==> config.mk <==
export PLATFORM = sky130hd
export DESIGN_NAME = abps_cell
export DESIGN_NICKNAME = d
export VERILOG_FILES = /design/src/hw/rtl/ambiguous_base_position_stats_macros.svh /design/src/hw/rtl/abps_pkg.sv /design/src/hw/rtl/abps_cell.sv
export SDC_FILE = /design/constraint.sdc
export NUM_CORES = 1
export LEC_CHECK = 0
export ABC_CLOCK_PERIOD_IN_PS = 3600
export BUFFER_PORTS_ARGS = -buffer_cell sky130_fd_sc_hd__clkbuf_2
export CORE_MARGIN = 8
export CORE_UTILIZATION = 46
export CTS_CLUSTER_SIZE = 30
export DETAILED_ROUTE_END_ITERATION = 7
export PLACE_DENSITY = 0.75
export SLEW_MARGIN = 10
export SYNTH_ARGS = -nofsm -noshare
export SYNTH_HDL_FRONTEND = slang
export SYNTH_SLANG_ARGS = --single-unit
==> constraint.sdc <==
create_clock -name i_clk -period 3.6 [get_ports i_clk]
set_input_delay 0.18 -clock i_clk [delete_from_list [all_inputs] [get_ports i_clk]]
set_output_delay 0.18 -clock i_clk [all_outputs]
set_load 0.03 [all_outputs]
==> src/hw/rtl/ambiguous_base_position_stats_macros.svh <==
// Assertion macros used by the ambiguous-base statistics top level
`ifndef AMBIGUOUS_BASE_POSITION_STATS_MACROS_SVH
`define AMBIGUOUS_BASE_POSITION_STATS_MACROS_SVH

// Same-cycle implication, clocked on i_clk, off during reset
`define ABPS_ASSERT_IMP(lbl, ante, cons, msg) \
    lbl: assert property (@(posedge i_clk) disable iff (!i_rst_n) (ante) |-> (cons)) \
        else $error(msg);

// Next-cycle implication, clocked on i_clk, off during reset
`define ABPS_ASSERT_NXT(lbl, ante, cons, msg) \
    lbl: assert property (@(posedge i_clk) disable iff (!i_rst_n) (ante) |=> (cons)) \
        else $error(msg);

`endif

==> src/hw/rtl/abps_pkg.sv <==
// Shared types and constants for the ambiguous-base statistics block
package abps_pkg;

    localparam int READ_LEN_DEF    = 64;
    localparam int TABLE_DEPTH_DEF = 32;
    localparam int COUNT_WIDTH_DEF = 40;

    localparam int BITMAP_W   = 64;
    localparam int SLOT_W     = 6;
    localparam int SLOT_OUT_W = 5;
    localparam int USED_W     = 7;
    localparam int LEN_W      = 7;
    localparam int POS_W      = 6;
    localparam int OUT_CNT_W  = 40;
    localparam int IN_DATA_W  = 16;
    localparam int OUT_DATA_W = 280;

    localparam logic [7:0] BASE_N = 8'd78;

    typedef enum logic [1:0] {
        REQ_CHAR = 2'd0,
        REQ_HIST = 2'd1,
        REQ_PAT  = 2'd2,
        REQ_NONE = 2'd3
    } t_req;

    typedef enum logic [1:0] {
        KIND_EOR  = 2'd0,
        KIND_HIST = 2'd1,
        KIND_PAT  = 2'd2
    } t_kind;

    typedef enum logic [1:0] {
        MS_NO_N   = 2'd0,
        MS_MATCH  = 2'd1,
        MS_STORED = 2'd2,
        MS_FULL   = 2'd3
    } t_match;

    typedef enum logic [1:0] {
        ST_IDLE,
        ST_EXEC,
        ST_SEARCH,
        ST_OUT
    } t_state;

    // Control bits of the search token walking the table cells
    typedef struct packed {
        logic valid;
        logic op_read;
        logic found;
    } t_tok_ctl;

endpackage

==> src/hw/rtl/abps_cell.sv <==
// One pattern table slot: stored bitmap, its read count and a token stage
module abps_cell import abps_pkg::*; #(
    parameter int CELL_IDX    = 0,
    parameter int COUNT_WIDTH = COUNT_WIDTH_DEF
) (
    input  logic                   i_clk,
    input  logic                   i_rst_n,
    input  t_tok_ctl               i_ctl,
    input  logic [BITMAP_W-1:0]    i_bits,
    input  logic [SLOT_W-1:0]      i_idx,
    input  logic [SLOT_W-1:0]      i_slot,
    input  logic [COUNT_WIDTH-1:0] i_cnt,
    input  logic [USED_W-1:0]      i_slots_used,
    input  logic                   i_wr_en,
    input  logic [SLOT_W-1:0]      i_wr_slot,
    input  logic [BITMAP_W-1:0]    i_wr_bits,
    output t_tok_ctl               o_ctl,
    output logic [BITMAP_W-1:0]    o_bits,
    output logic [SLOT_W-1:0]      o_idx,
    output logic [SLOT_W-1:0]      o_slot,
    output logic [COUNT_WIDTH-1:0] o_cnt
);

    localparam logic [SLOT_W-1:0]      MY_SLOT = SLOT_W'(CELL_IDX);
    localparam logic [USED_W-1:0]      MY_USED = USED_W'(CELL_IDX);
    localparam logic [COUNT_WIDTH-1:0] CNT_MAX = '1;

    logic [BITMAP_W-1:0]    r_pat;
    logic [COUNT_WIDTH-1:0] r_cnt;
    t_tok_ctl               r_ctl;
    logic [BITMAP_W-1:0]    r_bits;
    logic [SLOT_W-1:0]      r_idx;
    logic [SLOT_W-1:0]      r_slot;
    logic [COUNT_WIDTH-1:0] r_tcnt;

    logic                   w_in_use;
    logic                   w_hit;
    logic                   w_rd;
    logic [COUNT_WIDTH-1:0] w_cnt_inc;

    // Match or readout decision for the passing token
    always_comb begin
        w_in_use  = MY_USED < i_slots_used;
        w_hit     = i_ctl.valid && !i_ctl.op_read && !i_ctl.found && w_in_use
                    && (r_pat == i_bits);
        w_rd      = i_ctl.valid && i_ctl.op_read && w_in_use && (i_idx == MY_SLOT);
        w_cnt_inc = (r_cnt == CNT_MAX) ? r_cnt : r_cnt + COUNT_WIDTH'(1);
    end

    // Slot contents: new pattern store or saturating count bump
    always_ff @(posedge i_clk) begin
        if (i_wr_en && (i_wr_slot == MY_SLOT)) begin
            r_pat <= i_wr_bits;
            r_cnt <= COUNT_WIDTH'(1);
        end else if (w_hit) begin
            r_cnt <= w_cnt_inc;
        end
    end

    // Token control to the next cell
    always_ff @(posedge i_clk) begin
        if (!i_rst_n) begin
            r_ctl <= '0;
        end else begin
            r_ctl.valid   <= i_ctl.valid;
            r_ctl.op_read <= i_ctl.op_read;
            r_ctl.found   <= i_ctl.found || w_hit || w_rd;
        end
    end

    // Token payload to the next cell
    always_ff @(posedge i_clk) begin
        r_idx  <= i_idx;
        r_bits <= w_rd ? r_pat : i_bits;
        r_slot <= w_hit ? MY_SLOT : i_slot;
        if (w_hit) begin
            r_tcnt <= w_cnt_inc;
        end else if (w_rd) begin
            r_tcnt <= r_cnt;
        end else begin
            r_tcnt <= i_cnt;
        end
    end

    assign o_ctl  = r_ctl;
    assign o_bits = r_bits;
    assign o_idx  = r_idx;
    assign o_slot = r_slot;
    assign o_cnt  = r_tcnt;

endmodule

==> impl_results.md, run 1 <==
- Crit-path slowest cell: or4_1
- Ys flop type: dfxtp_1
- CP required: 4.06 ns
- Initial Util: 47.12%
- Hold path depth: 3
- Drt first pass iters: 5
- HP Class: in2reg
- Core Box Area: 20300 sq um
- Status: finished, final reports clean
- Clock-pin slew on the worst setup and hold paths: 0.06 ns
- Leakage: 6.048 nW
- Cells taking the most area after synthesis: dfxtp_1 33%, edfxtp_1 20%, nand2_1 9.5%
- Synth Register Bits: 223
- Vias/cell: 5.556
- Die height: 160.2 um
- Post-synth cell types: 57
- Worst Skew: 0.009600 ns
- Vias: 10100
- Relative slew margins: 40.56%
- Hold Startpoint: i_cnt[19]
- Period utilization: 94.58%
- H-tree depth: 1
- Area Overhead vs Synth: 45.98%
- Critical R2R Launch: r_pat[54]
- Gr usage total: 28.41%
- Syn Area/Cell: 9.127 sq um
- Inserted Clock Buffers: 24
- CTS root buf: clkbuf_16
- Maximum clock rate: 293.7 MHz
- GPL Wtd Cong: 0.9139
- IO buf count: 317
- Post-Syn Area: 9565 sq um
- RSZ-0062 raised after global routing: false
- Clk sink count: 223
- Largest net degree at the start of global routing: 66
- Antenna Nets Post-Route: 0
- I/O Pins: 318
- Power per cell area: 409.8 nW/um^2
- Mapped Nets: 1248
- HPWL after DPL: 25300 um
- CP Launch Type: flop
- First-pass GRT wire length: 58100 um
- Critical setup path kind: reg2reg
- Global route total overflow: 0
- Final hold viol count: 0
- Hold path endpoint: o_cnt[19]
- DIE WIDTH: 160.2 um
- Yosys warning count: 0
- Fin crit period: 3.405 ns
- CP Max Fanout: 25
- Slew @ Worst Pin: 0.8896 ns
- Initial drt markers: 924
- Max IR drop VDD: 0.0002742 V
- Row count: 52
- Wire per inst: 21.01 um
- Total Power: 0.005722 W
- Share of layout cells above drive strength 1: 25.66%
- Bufs on Longest Clock Path: 3
- Setup violations, final: 0
- Max Cap Violations: 0
- Crit-path cells: xnor2_1, nand4_1, or4_1, nor4_4, buf_12, a21o_1, buf_4, o21a_1, dlygate4sd3_1
- Die area: 25660 sq um
- Final wirelength: 38180 um
- Clk Latency, worst-skew pair: 0.52 ns
- Arrival time at the worst endpoint: 3.87 ns
- Syn Inst Count: 1048
- Layout Nets: 1725
- Seq/Total Area, Yosys: 53.37%
- Post-synth EDFFs: 64
- Fill cells: 1503
- Synth area leader: dfxtp_1
- Final routed DRC violation total: 0
- Kind of end point of the critical path: flop
- Ys async rst share: 0%
- Worst stage delay on the critical path: 0.59 ns
- Share of the synthesized area in the top cell type: 33.28%
- R2R cell count: 9
- Worst R2R Setup Slack: 0.20 ns
- Vias in the first global route: 10370
- Initial antenna violation count: 4
- Reg-to-Reg End: o_ctl[0]
- Setup tns final: 0 ns
- CTS tree: built
- Max Slew Vio Count: 0
routing by layer:
| metal | part of all wire (%) | up-vias | GRT usage [%] |
|---|---|---|---|
| met2 | 47 | 615 | 47.17 |
| met1 | 39 | 4709 | 33.19 |
| met5 | 0 | - | 0 |
| met4 | 5.2 | 0 | 15.08 |
| met3 | 9.2 | 135 | 7.378 |
| li1 | - | 4636 | - |
how the worst max path moves through the flow:
stage	slack [ns]	cells past startpoint	from	endpoint
floorplan	0.18	5	i_wr_slot[2]	r_pat[0]
global placement	0.56	9	r_pat[34]	o_cnt[12]
CTS	0.31	9	r_pat[54]	o_ctl[0]
detailed placement	0.54	9	r_pat[34]	o_cnt[19]
global route	0.18	9	r_pat[54]	o_ctl[0]
finish	0.20	9	r_pat[54]	o_ctl[0]
layout make-up:
class                      instances  area (sq um)  area share, %
antenna                            4         10.01        0.07168
clock buffer                      35         661.9          4.740
sequential                       223          5105          36.56
multi-input combinational        752          4184          29.96
timing repair buffer             514          3563          25.52
clock inverter                     9         62.56         0.4480
inverter                          10         38.79         0.2778
tap                              270         337.8          2.419
metrics by stage:
step	instance area, sq um	std cells	utilization (%)	hold WS (ns)	worst slack (ns)
2_1_floorplan	9565	1048	-	0.2077	0.1788
3_3_place_gp	11440	1590	56.34	0.3008	0.5566
3_5_place_dp	11440	1590	56.34	0.3003	0.5429
4_1_cts	13950	1813	68.74	0.02354	0.3147
5_1_grt	13960	1817	68.79	0.01984	0.1769
6_report	13960	1817	68.79	0.03293	0.1951
layout by cell type, fill, tap and decap left out, types with 8 or more instances in the layout:
cell type,netlist,layout
clkbuf_2,0,317
nand2_1,241,241
dlygate4sd3_1,0,179
dfxtp_1,159,159
nor2_1,82,82
edfxtp_1,64,64
xnor2_1,60,60
a21oi_1,46,46
nand4_1,40,40
nand3_1,35,34
clkbuf_16,0,24
nor3_1,17,17
and3_1,18,17
o22ai_1,17,17
and2_1,16,16
o21ai_0,16,16
xor2_1,15,15
nor4_1,14,14
a211oi_1,14,14
o211ai_1,14,14
buf_4,0,14
or4_1,12,12
a31o_2,11,11
nand2b_1,11,11
inv_1,10,9
clkbuf_1,51,9
or3_1,8,8
cell usage after synthesis (15+ instances only):
| library cell | count |
|---|---|
| nand2_1 | 241 |
| dfxtp_1 | 159 |
| nor2_1 | 82 |
| edfxtp_1 | 64 |
| xnor2_1 | 60 |
| clkbuf_1 | 51 |
| a21oi_1 | 46 |
| nand4_1 | 40 |
| nand3_1 | 35 |
| and3_1 | 18 |
| nor3_1 | 17 |
| o22ai_1 | 17 |
| and2_1 | 16 |
| o21ai_0 | 16 |
| xor2_1 | 15 |
kinds of logic after synthesis:
| group | count (synthesis) | synth area share (%) |
|---|---|---|
| compound gates | 148 | 10.16 |
| simple gates | 521 | 25.69 |
| xor+xnor | 75 | 6.867 |
| flops | 223 | 53.37 |
| fa+ha+maj | 1 | 0.1308 |
| buf+inv | 73 | 3.035 |
| mux | 7 | 0.7456 |
report_power, final:
group	total [W]	switching [W]	internal (W)
logic	0.000723	0.000399	0.000323
clock network	0.00229	0.00101	0.00128
registers	0.00271	0.0000437	0.00267
total	0.00572	0.00145	0.00427
worst max-delay path: cells and delay by family, from the launching register on:
family          cells  cell delay (ns)
xor+xnor            1             0.43
flops               1             0.41
compound gates      2             0.31
buf+inv             3             1.09
simple gates        3             1.08
what timing repair did:
| action | in CTS | in global routing |
|---|---|---|
| buffers inserted | 0 | 0 |
| hold endpoints to repair | 176 | 0 |
| hold buffers | 179 | 0 |
| resized for setup | 0 | 0 |
flip-flops by register name, indices dropped and copies added, names as in the netlist:
signal  count
o_idx       6
o_bits     64
o_cnt      40
r_pat      64
o_slot      6
o_ctl       3
r_cnt      40
No activity file was read; power rests on OpenSTA's default activity.
==> run 2: changes to the inputs <==
- CTS_BUF_LIST: not set -> sky130_fd_sc_hd__clkbuf_16
- MAX_ROUTING_LAYER: not set -> met4
==> impl_results.md, run 2 (synthesized netlist as in run 1, its figures left out) <==
- Status: finished, final reports clean
- Core Box Area: 20300 sq um
- CTS tree: built
- HP Class: in2reg
- Largest net degree at the start of global routing: 65
- Gr usage total: 29.56%
- I/O Pins: 318
- Fin crit period: 3.335 ns
- DIE WIDTH: 160.2 um
- Period utilization: 92.63%
- # resized after CTS: 0
- Clk Latency, worst-skew pair: 0.53 ns
- GPL Wtd Cong: 0.9423
- Vias: 10290
- Die height: 160.2 um
- Setup tns final: 0 ns
- H-tree depth: 1
- Area Overhead vs Synth: 45.94%
- Vias in the first global route: 10290
- Max Slew Vio Count: 0
- Arrival time at the worst endpoint: 3.79 ns
- Relative slew margins: 44.44%
- Max IR drop VDD: 0.0002660 V
- WHS: 0.04701 ns
- Final hold viol count: 0
- Wire per inst: 21.34 um
- Placed Cells incl. Taps: 1592
- Share of layout cells above drive strength 1: 25.49%
- CP Max Fanout: 24
- Max Cap Violations: 0
- Initial antenna violation count: 9
- Row count: 52
- Register area: 5105 sq um
- Commonest non-fill, non-tap cell in the layout: clkbuf_2
- CP required: 4.06 ns
- Utilization after layout: 68.77%
- Total Power: 0.005710 W
- Most frequent cells in the layout: 317 x clkbuf_2, 241 x nand2_1, 180 x dlygate4sd3_1
- RSZ-0062 raised after global routing: false
- Die area: 25660 sq um
- Maximum clock rate: 299.9 MHz
- Final routed DRC violation total: 0
- Layout Nets: 1729
- Power per cell area: 409.0 nW/um^2
- Worst Skew: 0.02577 ns
- Fill cells: 1503
- IO buf count: 317
- HPWL after DPL: 25400 um
- Vias/cell: 5.639
- CP Launch Type: flop
- Drt first pass iters: 6
- Multi-input logic area: 4184 sq um
- Clock-pin slew on the worst setup and hold paths: 0.06 ns
- Final wirelength: 38950 um
- Post-Layout Cell Count: 1825
- Leakage: 6.081 nW
- Clk sink count: 223
- Critical setup path kind: reg2reg
- Bufs on Longest Clock Path: 3
- Initial drt markers: 1105
- Global route total overflow: 0
- First-pass GRT wire length: 58760 um
- Initial Util: 47.12%
- CTS root buf: clkbuf_16
- Antenna Nets Post-Route: 0
- Kind of end point of the critical path: flop
- Inserted Clock Buffers: 25
- Slew @ Worst Pin: 0.8317 ns
- Setup violations, final: 0
## run 2: power breakdown
group	internal [W]	total (W)	switching, W
clock	0.00125	0.00228	0.00102
sequential	0.00267	0.00271	0.0000429
combinational	0.000324	0.000725	0.000401
total	0.00424	0.00571	0.00147
## run 2: cell type report
class	count	share of cell area, %
Antenna cell	9	0.1613
Clock buffer	25	4.482
Clock inverter	19	0.5916
Inverter	10	0.2779
Multi-Input combinational cell	752	29.97
Sequential cell	223	36.57
Tap cell	270	2.420
Timing Repair Buffer	517	25.53
## run 2: path summary, 6_finish.rpt
kind             start          to  slack (ns)  cells after the start
max reg2reg  r_pat[34]    o_ctl[0]        0.27                      9
min          i_cnt[31]   o_cnt[31]        0.05                      3
max          r_pat[34]    o_ctl[0]        0.27                      9
min reg2reg  r_pat[42]  o_bits[42]        0.48                      2
## run 2: layer usage
layer  wire length (um)  global-route usage [%]
met4               1762                   14.19
met1              15130                   35.34
met3               3285                   5.373
met2              18770                   47.63
met5                  0                       -
## run 2: worst max-delay path, cell delays in order, from the launching register on
cell           delay [ns]
edfxtp_1             0.41
xnor2_1              0.38
nand4_1              0.18
or4_1                0.56
nor4_4               0.28
buf_4                0.28
a21o_1               0.16
buf_4                0.30
o21a_1               0.15
dlygate4sd3_1        0.53
## run 2: timing repair
item | in CTS | in global routing
buffers inserted | 0 | 0
hold buffers | 180 | 0
endpoints found under the hold margin | 177 | 0
## run 2: through the flow
stage,worst slack (ns),cell area (sq um)
3_3_place_gp,0.5497,11430
5_1_grt,0.1825,13960
4_1_cts,0.4004,13940
6_report,0.2654,13960
3_5_place_dp,0.5724,11430
2_1_floorplan,0.1788,9565
